<file path="src/sv/mlcd_pkg.sv">
// mouse-look camera direction: shared types, constants and helper functions
// no dependencies; imported by mlcd_cordic, the top level and the testbench
`default_nettype none

package mlcd_pkg;

	// widths of the fixed-point paths
	localparam int unsigned TABLE_LEN = 24;
	localparam int unsigned CNT_W     = 5;
	localparam int unsigned ANG_W     = 18;
	localparam int unsigned Z_W       = 25;
	localparam int unsigned XY_W      = 34;
	localparam int unsigned RND_W     = 36;
	localparam int unsigned CFG_IDX_W = 8;
	localparam int unsigned CFG_DAT_W = 16;

	localparam int unsigned TRIG_ITERATIONS_DEF = 16;

	// angle constants in 1/256 degree
	localparam logic signed [ANG_W-1:0] TURN_A    = 18'sd92160;
	localparam logic signed [ANG_W-1:0] HALF_A    = 18'sd46080;
	localparam logic signed [ANG_W-1:0] QUARTER_A = 18'sd23040;

	localparam logic signed [XY_W-1:0]  CORDIC_START = 34'sd652032874;
	localparam logic signed [RND_W-1:0] ONE_Q14_R    = 36'sd16384;
	localparam logic signed [RND_W-1:0] DELTA_MAX_R  = 36'sd92159;

	// register reset values
	localparam logic [15:0]        SENS_RST      = 16'd6554;
	localparam logic [14:0]        PLIM_RST      = 15'd22784;
	localparam logic [14:0]        PLIM_MAX      = 15'd23040;
	localparam logic signed [15:0] START_X_RST   = 16'sd400;
	localparam logic signed [15:0] START_Y_RST   = 16'sd300;
	localparam logic [16:0]        YAW_RST       = 17'd69120;
	localparam logic [5:0]         FOV_RST       = 6'd45;
	localparam logic signed [8:0]  FOV_MIN       = 9'sd1;
	localparam logic signed [8:0]  FOV_MAX       = 9'sd45;

	// operation codes
	localparam logic OP_MOVE   = 1'b0;
	localparam logic OP_SCROLL = 1'b1;

	typedef enum logic [CFG_IDX_W-1:0] {
		REG_SENSITIVITY = 8'd0,
		REG_PITCH_LIMIT = 8'd1,
		REG_START_X     = 8'd2,
		REG_START_Y     = 8'd3
	} mlcd_reg_t;

	typedef enum logic [3:0] {
		ST_IDLE,
		ST_SCALE_X,
		ST_SCALE_Y,
		ST_UPDATE,
		ST_YAW_START,
		ST_TRIG_YAW,
		ST_TRIG_PITCH,
		ST_MUL_X,
		ST_MUL_Z,
		ST_FINISH
	} mlcd_state_t;

	typedef enum logic [1:0] {
		CS_IDLE,
		CS_ITER,
		CS_ROUND
	} mlcd_cordic_state_t;

	// result of one sine/cosine pass
	typedef struct packed {
		logic               done;
		logic signed [15:0] sin_val;
		logic signed [15:0] cos_val;
	} mlcd_trig_rsp_t;

	// arctangent of 2^-i in 2^-16 degree
	function automatic logic [21:0] mlcd_atan(input logic [CNT_W-1:0] idx);
		logic [21:0] r;
		case (idx)
			5'd0:  r = 22'd2949120;
			5'd1:  r = 22'd1740967;
			5'd2:  r = 22'd919879;
			5'd3:  r = 22'd466945;
			5'd4:  r = 22'd234379;
			5'd5:  r = 22'd117304;
			5'd6:  r = 22'd58666;
			5'd7:  r = 22'd29335;
			5'd8:  r = 22'd14668;
			5'd9:  r = 22'd7334;
			5'd10: r = 22'd3667;
			5'd11: r = 22'd1833;
			5'd12: r = 22'd917;
			5'd13: r = 22'd458;
			5'd14: r = 22'd229;
			5'd15: r = 22'd115;
			5'd16: r = 22'd57;
			5'd17: r = 22'd29;
			5'd18: r = 22'd14;
			5'd19: r = 22'd7;
			5'd20: r = 22'd4;
			5'd21: r = 22'd2;
			5'd22: r = 22'd1;
			default: r = 22'd0;
		endcase
		return r;
	endfunction

	// shift right by sh rounding halves away from zero, then clamp to +/- lim
	function automatic logic signed [RND_W-1:0] sat_round(
		input logic signed [RND_W-1:0] v,
		input int unsigned             sh,
		input logic signed [RND_W-1:0] lim
	);
		logic signed [RND_W-1:0] half;
		logic signed [RND_W-1:0] mag;
		logic signed [RND_W-1:0] r;
		half = 36'sd1 <<< (sh - 1);
		mag  = v[RND_W-1] ? -v : v;
		r    = (mag + half) >>> sh;
		if (v[RND_W-1]) begin
			r = -r;
		end
		if (r > lim) begin
			r = lim;
		end else if (r < -lim) begin
			r = -lim;
		end
		return r;
	endfunction

endpackage

`default_nettype wire

</file>
<file path="src/sv/mlcd_if.sv">
// mouse-look camera direction: valid/ready channel interfaces
// input events, direction results and the configuration write channel
`default_nettype none

interface mlcd_in_if;
	logic               valid;
	logic               ready;
	logic               operation;
	logic signed [15:0] cursor_x;
	logic signed [15:0] cursor_y;
	logic signed [7:0]  scroll_step;

	modport source (output valid, operation, cursor_x, cursor_y, scroll_step, input ready);
	modport sink   (input valid, operation, cursor_x, cursor_y, scroll_step, output ready);
endinterface

interface mlcd_out_if;
	logic               valid;
	logic               ready;
	logic signed [15:0] dir_x;
	logic signed [15:0] dir_y;
	logic signed [15:0] dir_z;
	logic [16:0]        yaw_angle;
	logic signed [15:0] pitch_angle;
	logic [5:0]         fov_degrees;

	modport source (output valid, dir_x, dir_y, dir_z, yaw_angle, pitch_angle, fov_degrees,
		input ready);
	modport sink   (input valid, dir_x, dir_y, dir_z, yaw_angle, pitch_angle, fov_degrees,
		output ready);
endinterface

interface mlcd_cfg_if;
	logic        valid;
	logic        ready;
	logic [7:0]  index;
	logic [15:0] data;

	modport source (output valid, index, data, input ready);
	modport sink   (input valid, index, data, output ready);
endinterface

`default_nettype wire

</file>
<file path="src/sv/mlcd_cordic.sv">
// mouse-look camera direction: iterative rotation-mode sine/cosine unit
// one micro-rotation per cycle; depends on mlcd_pkg
`default_nettype none

module mlcd_cordic import mlcd_pkg::*; #(
	parameter int unsigned TRIG_ITERATIONS = TRIG_ITERATIONS_DEF
) (
	input  wire                          clk,
	input  wire                          arst_n,
	input  wire                          start,
	input  wire logic signed [ANG_W-1:0] angle,
	output mlcd_trig_rsp_t               rsp
);

	localparam int unsigned ITERS =
		(TRIG_ITERATIONS > TABLE_LEN) ? TABLE_LEN : TRIG_ITERATIONS;
	localparam logic [CNT_W-1:0] LAST_ITER = CNT_W'(ITERS - 1);

	mlcd_cordic_state_t state_q, state_d;
	logic [CNT_W-1:0]      iter_q;
	logic                  done_q;
	logic                  neg_q;
	logic signed [XY_W-1:0] x_q, y_q;
	logic signed [Z_W-1:0]  z_q;
	logic signed [15:0]     sin_q, cos_q;

	logic load_en, step_en, round_en;

	// angle folding into -90..90 degrees
	logic signed [ANG_W-1:0] a_wrap, a_fold;
	logic                    a_neg;

	always_comb begin
		if (angle > HALF_A) begin
			a_wrap = angle - TURN_A;
		end else if (angle <= -HALF_A) begin
			a_wrap = angle + TURN_A;
		end else begin
			a_wrap = angle;
		end
		a_neg = 1'b1;
		if (a_wrap > QUARTER_A) begin
			a_fold = a_wrap - HALF_A;
		end else if (a_wrap < -QUARTER_A) begin
			a_fold = a_wrap + HALF_A;
		end else begin
			a_fold = a_wrap;
			a_neg  = 1'b0;
		end
	end

	// one micro-rotation
	logic signed [XY_W-1:0] xs, ys, x_n, y_n;
	logic signed [Z_W-1:0]  z_n, atan_v;
	logic                   rot_pos;

	always_comb begin
		xs      = x_q >>> iter_q;
		ys      = y_q >>> iter_q;
		atan_v  = signed'({3'b000, mlcd_atan(iter_q)});
		rot_pos = !z_q[Z_W-1];
		if (rot_pos) begin
			x_n = x_q - ys;
			y_n = y_q + xs;
			z_n = z_q - atan_v;
		end else begin
			x_n = x_q + ys;
			y_n = y_q - xs;
			z_n = z_q + atan_v;
		end
	end

	// final rounding to q1.14 with the half-turn sign
	logic signed [RND_W-1:0] x_r, y_r;
	logic signed [15:0]      cos_n, sin_n;

	always_comb begin
		x_r   = sat_round(RND_W'(x_q), 16, ONE_Q14_R);
		y_r   = sat_round(RND_W'(y_q), 16, ONE_Q14_R);
		cos_n = neg_q ? -x_r[15:0] : x_r[15:0];
		sin_n = neg_q ? -y_r[15:0] : y_r[15:0];
	end

	// next state
	always_comb begin
		state_d = state_q;
		case (state_q)
			CS_IDLE: begin
				if (start) begin
					state_d = CS_ITER;
				end
			end
			CS_ITER: begin
				if (iter_q == LAST_ITER) begin
					state_d = CS_ROUND;
				end
			end
			CS_ROUND: begin
				state_d = CS_IDLE;
			end
			default: begin
				state_d = CS_IDLE;
			end
		endcase
	end

	// datapath enables
	always_comb begin
		load_en  = 1'b0;
		step_en  = 1'b0;
		round_en = 1'b0;
		case (state_q)
			CS_IDLE:  load_en  = start;
			CS_ITER:  step_en  = 1'b1;
			CS_ROUND: round_en = 1'b1;
			default: begin
				load_en = 1'b0;
			end
		endcase
	end

	// control registers
	always_ff @(posedge clk or negedge arst_n) begin
		if (!arst_n) begin
			state_q <= CS_IDLE;
			iter_q  <= '0;
			done_q  <= 1'b0;
		end else begin
			state_q <= state_d;
			done_q  <= round_en;
			if (load_en) begin
				iter_q <= '0;
			end else if (step_en) begin
				iter_q <= iter_q + 1'b1;
			end
		end
	end

	// rotation registers
	always_ff @(posedge clk) begin
		if (load_en) begin
			x_q   <= CORDIC_START;
			y_q   <= '0;
			z_q   <= {a_fold[16:0], 8'b0};
			neg_q <= a_neg;
		end else if (step_en) begin
			x_q <= x_n;
			y_q <= y_n;
			z_q <= z_n;
		end
		if (round_en) begin
			sin_q <= sin_n;
			cos_q <= cos_n;
		end
	end

	assign rsp.done    = done_q;
	assign rsp.sin_val = sin_q;
	assign rsp.cos_val = cos_q;

endmodule

`default_nettype wire

</file>
<file path="src/sv/mouse_look_camera_direction_top.sv">
// mouse-look camera direction: top level with event sequencer and shared multiplier
// depends on mlcd_pkg, mlcd_if and mlcd_cordic
//
// usage
//   req carries one event per transaction: a cursor move (operation 0, cursor_x/y)
//   or a scroll (operation 1, scroll_step). rsp returns one transaction per event:
//   the q1.14 direction vector with the current yaw, pitch and field of view.
//   cfg writes sensitivity, pitch_limit, start_x and start_y by index 0..3; it is
//   always ready and is meant to be used only while no event is in flight.
// timing (TRIG_ITERATIONS is capped at 24)
//   a result becomes valid at the same edge at which req.ready returns, so the
//   block takes one event at a time; a scroll skips the scaling and update steps
//   of a cursor move. the two sine/cosine passes (yaw, then pitch) run one after
//   the other on a single iterative unit.
// reset and stall
//   arst_n restores the reset angles (yaw 270, pitch 0, fov 45) and registers.
//   results sit in an output register, so the next event is taken while a
//   result waits; a further finished result waits until rsp is taken.
`default_nettype none

module mouse_look_camera_direction_top import mlcd_pkg::*; #(
	parameter int unsigned TRIG_ITERATIONS = TRIG_ITERATIONS_DEF
) (
	input  wire       clk,
	input  wire       arst_n,
	mlcd_in_if.sink   req,
	mlcd_out_if.source rsp,
	mlcd_cfg_if.sink  cfg
);

	mlcd_state_t state_q, state_d;

	// configuration and architectural state
	logic [15:0]        sens_q;
	logic [14:0]        plim_q;
	logic signed [15:0] last_x_q, last_y_q;
	logic [16:0]        yaw_q;
	logic signed [15:0] pitch_q;
	logic [5:0]         fov_q;

	// working registers
	logic signed [15:0] cx_q, cy_q;
	logic signed [33:0] prod_q;
	logic signed [17:0] dyaw_q;
	logic signed [15:0] sy_q, cy_trig_q, sp_q, cp_q, dirx_q;

	// output register
	logic               out_valid_q;
	logic signed [15:0] o_dir_x_q, o_dir_y_q, o_dir_z_q, o_pitch_q;
	logic [16:0]        o_yaw_q;
	logic [5:0]         o_fov_q;

	logic req_fire, cfg_fire, out_free;
	logic trig_start;
	logic signed [ANG_W-1:0] trig_angle;
	logic signed [16:0] mul_a, mul_b;
	logic signed [33:0] mul_p;
	mlcd_trig_rsp_t trig_rsp;

	assign req_fire = req.valid && req.ready;
	assign cfg_fire = cfg.valid && cfg.ready;
	assign out_free = !out_valid_q || rsp.ready;
	assign cfg.ready = 1'b1;

	// shared sine/cosine unit
	mlcd_cordic #(
		.TRIG_ITERATIONS(TRIG_ITERATIONS)
	) u_cordic (
		.clk   (clk),
		.arst_n(arst_n),
		.start (trig_start),
		.angle (trig_angle),
		.rsp   (trig_rsp)
	);

	// shared multiplier
	assign mul_p = mul_a * mul_b;

	// angle update arithmetic
	logic signed [17:0] dpitch;
	logic signed [18:0] yaw_sum, yaw_wrap, pitch_sum, pitch_lim, pitch_new;
	logic [14:0]        plim_eff;
	logic signed [8:0]  fov_sum, fov_new;
	logic signed [RND_W-1:0] scale_r, q14_r;

	always_comb begin
		scale_r  = sat_round(RND_W'(prod_q), 8, DELTA_MAX_R);
		q14_r    = sat_round(RND_W'(prod_q), 14, ONE_Q14_R);
		dpitch   = scale_r[17:0];
		yaw_sum  = signed'({2'b00, yaw_q}) + 19'(dyaw_q);
		if (yaw_sum < 19'sd0) begin
			yaw_wrap = yaw_sum + 19'(TURN_A);
		end else if (yaw_sum >= 19'(TURN_A)) begin
			yaw_wrap = yaw_sum - 19'(TURN_A);
		end else begin
			yaw_wrap = yaw_sum;
		end
		plim_eff  = (plim_q > PLIM_MAX) ? PLIM_MAX : plim_q;
		pitch_lim = signed'({4'b0000, plim_eff});
		pitch_sum = 19'(pitch_q) + 19'(dpitch);
		if (pitch_sum > pitch_lim) begin
			pitch_new = pitch_lim;
		end else if (pitch_sum < -pitch_lim) begin
			pitch_new = -pitch_lim;
		end else begin
			pitch_new = pitch_sum;
		end
		fov_sum = signed'({3'b000, fov_q}) - 9'(req.scroll_step);
		if (fov_sum > FOV_MAX) begin
			fov_new = FOV_MAX;
		end else if (fov_sum < FOV_MIN) begin
			fov_new = FOV_MIN;
		end else begin
			fov_new = fov_sum;
		end
	end

	// next state
	always_comb begin
		state_d = state_q;
		case (state_q)
			ST_IDLE: begin
				if (req_fire) begin
					state_d = (req.operation == OP_SCROLL) ? ST_YAW_START : ST_SCALE_X;
				end
			end
			ST_SCALE_X:   state_d = ST_SCALE_Y;
			ST_SCALE_Y:   state_d = ST_UPDATE;
			ST_UPDATE:    state_d = ST_YAW_START;
			ST_YAW_START: state_d = ST_TRIG_YAW;
			ST_TRIG_YAW: begin
				if (trig_rsp.done) begin
					state_d = ST_TRIG_PITCH;
				end
			end
			ST_TRIG_PITCH: begin
				if (trig_rsp.done) begin
					state_d = ST_MUL_X;
				end
			end
			ST_MUL_X: state_d = ST_MUL_Z;
			ST_MUL_Z: state_d = ST_FINISH;
			ST_FINISH: begin
				if (out_free) begin
					state_d = ST_IDLE;
				end
			end
			default: state_d = ST_IDLE;
		endcase
	end

	// sequencer outputs: operand selects and unit start
	always_comb begin
		req.ready  = 1'b0;
		trig_start = 1'b0;
		trig_angle = signed'({1'b0, yaw_q});
		mul_a      = '0;
		mul_b      = '0;
		case (state_q)
			ST_IDLE: req.ready = 1'b1;
			ST_SCALE_X: begin
				mul_a = 17'(cx_q) - 17'(last_x_q);
				mul_b = signed'({1'b0, sens_q});
			end
			ST_SCALE_Y: begin
				mul_a = 17'(last_y_q) - 17'(cy_q);
				mul_b = signed'({1'b0, sens_q});
			end
			ST_YAW_START: trig_start = 1'b1;
			ST_TRIG_YAW: begin
				trig_start = trig_rsp.done;
				trig_angle = 18'(pitch_q);
			end
			ST_MUL_X: begin
				mul_a = 17'(cy_trig_q);
				mul_b = 17'(cp_q);
			end
			ST_MUL_Z: begin
				mul_a = 17'(sy_q);
				mul_b = 17'(cp_q);
			end
			default: begin
				trig_start = 1'b0;
			end
		endcase
	end

	// control and architectural state
	always_ff @(posedge clk or negedge arst_n) begin
		if (!arst_n) begin
			state_q     <= ST_IDLE;
			sens_q      <= SENS_RST;
			plim_q      <= PLIM_RST;
			last_x_q    <= START_X_RST;
			last_y_q    <= START_Y_RST;
			yaw_q       <= YAW_RST;
			pitch_q     <= '0;
			fov_q       <= FOV_RST;
			out_valid_q <= 1'b0;
		end else begin
			state_q <= state_d;
			if (cfg_fire) begin
				case (cfg.index)
					REG_SENSITIVITY: sens_q   <= cfg.data;
					REG_PITCH_LIMIT: plim_q   <= cfg.data[14:0];
					REG_START_X:     last_x_q <= cfg.data;
					REG_START_Y:     last_y_q <= cfg.data;
					default: begin
						sens_q <= sens_q;
					end
				endcase
			end
			if (req_fire && req.operation == OP_SCROLL) begin
				fov_q <= fov_new[5:0];
			end
			if (state_q == ST_UPDATE) begin
				last_x_q <= cx_q;
				last_y_q <= cy_q;
				yaw_q    <= yaw_wrap[16:0];
				pitch_q  <= pitch_new[15:0];
			end
			if (state_q == ST_FINISH && out_free) begin
				out_valid_q <= 1'b1;
			end else if (rsp.ready) begin
				out_valid_q <= 1'b0;
			end
		end
	end

	// working and output payload registers
	always_ff @(posedge clk) begin
		if (req_fire) begin
			cx_q <= req.cursor_x;
			cy_q <= req.cursor_y;
		end
		case (state_q)
			ST_SCALE_X: prod_q <= mul_p;
			ST_SCALE_Y: begin
				prod_q <= mul_p;
				dyaw_q <= scale_r[17:0];
			end
			ST_TRIG_YAW: begin
				if (trig_rsp.done) begin
					sy_q      <= trig_rsp.sin_val;
					cy_trig_q <= trig_rsp.cos_val;
				end
			end
			ST_TRIG_PITCH: begin
				if (trig_rsp.done) begin
					sp_q <= trig_rsp.sin_val;
					cp_q <= trig_rsp.cos_val;
				end
			end
			ST_MUL_X: prod_q <= mul_p;
			ST_MUL_Z: begin
				prod_q <= mul_p;
				dirx_q <= q14_r[15:0];
			end
			ST_FINISH: begin
				if (out_free) begin
					o_dir_x_q <= dirx_q;
					o_dir_y_q <= sp_q;
					o_dir_z_q <= q14_r[15:0];
					o_yaw_q   <= yaw_q;
					o_pitch_q <= pitch_q;
					o_fov_q   <= fov_q;
				end
			end
			default: begin
				prod_q <= prod_q;
			end
		endcase
	end

	assign rsp.valid       = out_valid_q;
	assign rsp.dir_x       = o_dir_x_q;
	assign rsp.dir_y       = o_dir_y_q;
	assign rsp.dir_z       = o_dir_z_q;
	assign rsp.yaw_angle   = o_yaw_q;
	assign rsp.pitch_angle = o_pitch_q;
	assign rsp.fov_degrees = o_fov_q;

endmodule

`default_nettype wire

</file>
<file path="src/flat_wrapper.sv">
// flat-port wrapper written by rule: the top's interface ports become plain ports
module mouse_look_camera_direction_top_flat import mlcd_pkg::*;
#(
	parameter int unsigned TRIG_ITERATIONS = TRIG_ITERATIONS_DEF
)
  (clk, arst_n, req_valid, req_operation, req_cursor_x, req_cursor_y, req_scroll_step, req_ready, rsp_valid, rsp_dir_x, rsp_dir_y, rsp_dir_z, rsp_yaw_angle, rsp_pitch_angle, rsp_fov_degrees, rsp_ready, cfg_valid, cfg_index, cfg_data, cfg_ready);
  mlcd_in_if req_i ();
  mlcd_out_if rsp_i ();
  mlcd_cfg_if cfg_i ();
  input  wire clk;
  input  wire arst_n;
  input wire logic [$bits(req_i.valid)-1:0] req_valid;
  input wire logic [$bits(req_i.operation)-1:0] req_operation;
  input wire logic [$bits(req_i.cursor_x)-1:0] req_cursor_x;
  input wire logic [$bits(req_i.cursor_y)-1:0] req_cursor_y;
  input wire logic [$bits(req_i.scroll_step)-1:0] req_scroll_step;
  output wire logic [$bits(req_i.ready)-1:0] req_ready;
  output wire logic [$bits(rsp_i.valid)-1:0] rsp_valid;
  output wire logic [$bits(rsp_i.dir_x)-1:0] rsp_dir_x;
  output wire logic [$bits(rsp_i.dir_y)-1:0] rsp_dir_y;
  output wire logic [$bits(rsp_i.dir_z)-1:0] rsp_dir_z;
  output wire logic [$bits(rsp_i.yaw_angle)-1:0] rsp_yaw_angle;
  output wire logic [$bits(rsp_i.pitch_angle)-1:0] rsp_pitch_angle;
  output wire logic [$bits(rsp_i.fov_degrees)-1:0] rsp_fov_degrees;
  input wire logic [$bits(rsp_i.ready)-1:0] rsp_ready;
  input wire logic [$bits(cfg_i.valid)-1:0] cfg_valid;
  input wire logic [$bits(cfg_i.index)-1:0] cfg_index;
  input wire logic [$bits(cfg_i.data)-1:0] cfg_data;
  output wire logic [$bits(cfg_i.ready)-1:0] cfg_ready;
  assign req_i.valid = req_valid;
  assign req_i.operation = req_operation;
  assign req_i.cursor_x = req_cursor_x;
  assign req_i.cursor_y = req_cursor_y;
  assign req_i.scroll_step = req_scroll_step;
  assign req_ready = req_i.ready;
  assign rsp_valid = rsp_i.valid;
  assign rsp_dir_x = rsp_i.dir_x;
  assign rsp_dir_y = rsp_i.dir_y;
  assign rsp_dir_z = rsp_i.dir_z;
  assign rsp_yaw_angle = rsp_i.yaw_angle;
  assign rsp_pitch_angle = rsp_i.pitch_angle;
  assign rsp_fov_degrees = rsp_i.fov_degrees;
  assign rsp_i.ready = rsp_ready;
  assign cfg_i.valid = cfg_valid;
  assign cfg_i.index = cfg_index;
  assign cfg_i.data = cfg_data;
  assign cfg_ready = cfg_i.ready;
  mouse_look_camera_direction_top #(.TRIG_ITERATIONS(TRIG_ITERATIONS)) u_core (.clk(clk), .arst_n(arst_n), .req(req_i), .rsp(rsp_i), .cfg(cfg_i));
endmodule
</file>
<file path="config.mk">
export PLATFORM = sky130hd
export DESIGN_NAME = mouse_look_camera_direction_top_flat
export DESIGN_NICKNAME = d
export VERILOG_FILES = /design/src/sv/mlcd_pkg.sv /design/src/sv/mlcd_if.sv /design/src/sv/mlcd_cordic.sv /design/src/sv/mouse_look_camera_direction_top.sv /design/src/flat_wrapper.sv
export SDC_FILE = /design/constraint.sdc
export NUM_CORES = 2
export LEC_CHECK = 0
export ABC_AREA = 1
export BUFFER_PORTS_ARGS = -buffer_cell sky130_fd_sc_hd__buf_4
export CAP_MARGIN = 20
export CELL_PAD_IN_SITES_DETAIL_PLACEMENT = 1
export CELL_PAD_IN_SITES_GLOBAL_PLACEMENT = 1
export CORE_MARGIN = 10
export CORE_UTILIZATION = 35
export CTS_CLUSTER_DIAMETER = 30
export DETAILED_ROUTE_END_ITERATION = 6
export GPL_TIMING_DRIVEN = 0
export PLACE_DENSITY_LB_ADDON = 0.1
export SLEW_MARGIN = 10
export SYNTH_ARGS = -nofsm -noshare
export SYNTH_HDL_FRONTEND = slang
export SYNTH_SLANG_ARGS = --single-unit
</file>
<file path="constraint.sdc">
create_clock -name clk -period 9.2 [get_ports clk]
set_clock_uncertainty 0.15 [all_clocks]
set_input_delay 1.84 -clock clk [delete_from_list [all_inputs] [get_ports clk]]
set_output_delay 1.84 -clock clk [all_outputs]
set_load 0.005 [all_outputs]
</file>
==> parameters.txt <==
Parameter                              Value

Synthesis
  Mean area per synthesized cell ... 7.250 um^2
  Synth cell types ... 78
  Number of synthesized flops with an enable pin ... 301
  Warnings from Yosys ... 0
  Post-synthesis async set-or-reset flop share ... roughly a quarter
  Largest area contributor in the synthesized netlist ... edfxtp_1
  Most area-consuming cells after synthesis ... edfxtp_1, nand2_1, fa_1, inv_1, ha_1
  Most frequently used flop master after synthesis ... edfxtp_1
  Post-Syn Nets ... roughly 7900
  Share of synthesized area occupied by flip-flops and latches ... between 20% and 30%
  Number of synthesized register bits ... 492
  Gate count of the mapped netlist ... 7242
  Share of Yosys cell area claimed by the top area cell type ... between 10% and 20%
  Netlist Area Pre-Place ... approximately 0.053 mm^2

Finish
  Area of combinational cells with multiple inputs ... ~0.035 mm^2
  Fillcell total ... approximately 18000
  Reg area ... 0.01347 mm^2
  Antenna diode count ... 0
  Layout overhead on the synthesized area ... 21.22%
  Final #Nets ... ~8300
  Share of layout cells above drive strength 1 ... approximately 14%

Global route
  Initial antenna violation count ... 5
  Overall overflow remaining after global route ... 0
  Pin count of the biggest net entering global routing ... 88
  GRT Total Usage ... about a quarter
  First-pass GRT wire length ... between 300 and 400 mm
  Number of global-route vias before repair ... ~53000

Setup path
  Kind of critical path ... flip-flop to flip-flop
  Largest stage delay on the critical path ... approximately 0.53 ns
  Slowest cell on crit path ... fa_1
  CP top delay family ... adder cells
  Worst Setup End Kind ... flip-flop
  Data arrival time at the worst-slack endpoint ... 9.28 ns
  Sum of buffers and inverters on the critical path ... 10
  Critical path launch point type ... flip-flop
  Crit Path Max Fanout ... 4
  CP required ... 9.56 ns

Place
  Final weighted congestion of routability-driven global placement ... around 0.99
  Detail Placement HPWL ... ~180 mm
  Port bufs ... 158
  Pre-CTS worst setup slack ... -1.147 ns

Timing
  Worst relative slew slack ... around 23%
  Fmax ... around 110 MHz
  Transition time at the pin with the least slew margin ... between 1 and 1.5 ns
  Max-slew violations ... 0
  Final critical path time including I/O delays and setup ... 8.923 ns
  Hold Violations, Final ... 0
  Setup violators final ... 0
  Worst setup slack after layout ... around 0.28 ns
  Final period utilization ... a little under 100%

Clocking
  Clock tree root buffer cell ... clkbuf_16
  Total number of H-tree levels ... 4
  CTS Sinks ... 492
  Clock-pin slew on the worst setup and hold paths ... ~0.05 ns
  Clock insertion delay at the later pin of the skew report ... approximately 0.79 ns
  Clock tree from TritonCTS ... built
  Total CTS buffers ... 145
  Deepest clock path buffer count ... 3

Route
  Number of design-rule violations left by the first detailed-router iteration ... roughly 2700
  Average wire length per cell after detail routing ... between 20 and 25 um
  Routed wire length ... about 220 mm
  Number of nets with antenna violations after detailed routing ... 0
  Remaining routing DRC violations ... 0
  Vias ... around 50000
  Via density per instance ... approximately 5.1
  First-pass iteration count of the detailed router ... 5

Job
  Maximum Capacitance Violations ... 0

Floorplan
  Boundary pin count ... between 150 and 200
  Number of rows created at floorplan ... around 140
  Core ar. ... between 0.1 and 0.15 mm^2
  Initial core utilization ... between 30% and 40%
  Die X-Extent ... just over 400 um
  Total die area ... around 0.17 mm^2
  Die outline height ... ~410 um

Outcome
  Status ... completed

Hold path
  Kind of path behind the tightest hold check ... flip-flop to flip-flop
[cells in the mapped netlist, types with 58 or more instances]
master       n
nand4_1     88
nand2_2     78
nor2_1     584
dfxtp_1     76
clkbuf_1   127
dfrtp_1     89
o21ai_0    461
nand3_1    383
o211ai_1    58
fa_1       304
xnor2_1     84
edfxtp_1   301
nand2_1   1874
inv_1     1162
nor2_2      58
a21oi_1    328
ha_1       310
xor2_1     212
[worst paths after layout]
path                       cells past startpoint  slack [ns]               from                   end
max reg2reg                                   48        0.28     u_core.cx_q[0]     u_core.prod_q[32]
min reg2reg                                    0        0.27  u_core.dirx_q[13]  u_core.rsp.dir_x[13]
min in group asynchronous                      1        0.78             arst_n       u_core.yaw_q[5]
max                                           48        0.28     u_core.cx_q[0]     u_core.prod_q[32]
min                                            0        0.27  u_core.dirx_q[13]  u_core.rsp.dir_x[13]
max in group asynchronous                      2        7.21             arst_n    u_core.last_y_q[1]
[layer usage]
layer  vias up  track usage [%]  routed length (um)  share of wire [%]
met3       316            3.937                8643                4.0
li1      24180                -                   -                  -
met5         -                0                  19             0.0087
met4         2            8.998                7998                3.7
met2       917            44.08              106200                 49
met1     24990            31.71               94540                 43
[repair_timing]
item	in CTS	in global routing
resized for setup	99	213
setup buffers	20	59
hold buffers	0	0
setup endpoints to repair	30	26
pin swaps	12	108
[cell usage in the layout (no fill, tap or decap), types with 89 or more instances in the layout]
cell and n:
nand2_1 1831, inv_1 1148, nor2_1 558, o21ai_0 432, nand3_1 367, a21oi_1 301
edfxtp_1 301, fa_1 293, ha_1 289, buf_4 241, xor2_1 203, clkbuf_16 145
clkbuf_1 126, nand2_2 116, dfrtp_1 89
[per-stage QoR]
| stage | util [%] | instance area (um^2) | std cells | hold WS (ns) | TNS [ns] |
|---|---|---|---|---|---|
| 3_3_place_gp | 37.62 | 56220 | 9416 | 0.2508 | -41.62 |
| 3_5_place_dp | 37.97 | 56730 | 9443 | 0.2552 | -16.34 |
| 5_1_grt | 42.60 | 63650 | 9788 | 0.2739 | -0.7726 |
| 2_1_floorplan | - | 52510 | 7242 | 0.2503 | 0 |
| 6_report | 42.60 | 63650 | 9788 | 0.2654 | 0 |
| 4_1_cts | 41.76 | 62400 | 9728 | 0.2670 | -0.002354 |
[layout make-up]
type,count,area share (%)
inverter,1205,7.126
clock inverter,90,2.015
tap,2016,3.963
buffer,207,1.577
multi-input combinational,5338,54.51
clock buffer,175,6.003
timing repair buffer,265,3.641
sequential,492,21.16
[logic make-up (layout without fill, tap and decap cells)]
group,Yosys count,in the layout,synth area share [%]
AOI/OAI and AO/OA,1129,1129,12.30
xor gates and xnor gates,304,304,5.271
adders and majority gates,614,614,18.98
buffers and inverters,1412,1942,10.38
DFF,492,492,25.65
muxes,37,37,0.7077
other,1,1,0.007142
and+or+nand+nor,3253,3253,26.70
[state kept, by name (all words and copies together), names as in the netlist, 17 cells and up]
name                  cells
u_core.dyaw_q            18
u_core.prod_q            34
u_core.rsp.yaw_angle     17
u_core.u_cordic.x_q      34
u_core.u_cordic.y_q      34
u_core.u_cordic.z_q      25
u_core.yaw_q             17
[worst reg2reg max path, delay by kind of cell, from the launching register on]
family,cells,cell delay [ns]
flip-flops,1,0.39
buffers and inverters,10,0.85
AND/OR/NAND/NOR,17,1.40
AO/OA/AOI/OAI,11,1.86
adder cells (fa/ha/maj),9,3.91
XOR/XNOR,1,0.12
Power is left out: the tool's default activity adds up to more than one toggle a clock period on the data nets, which glitch-free logic cannot reach.
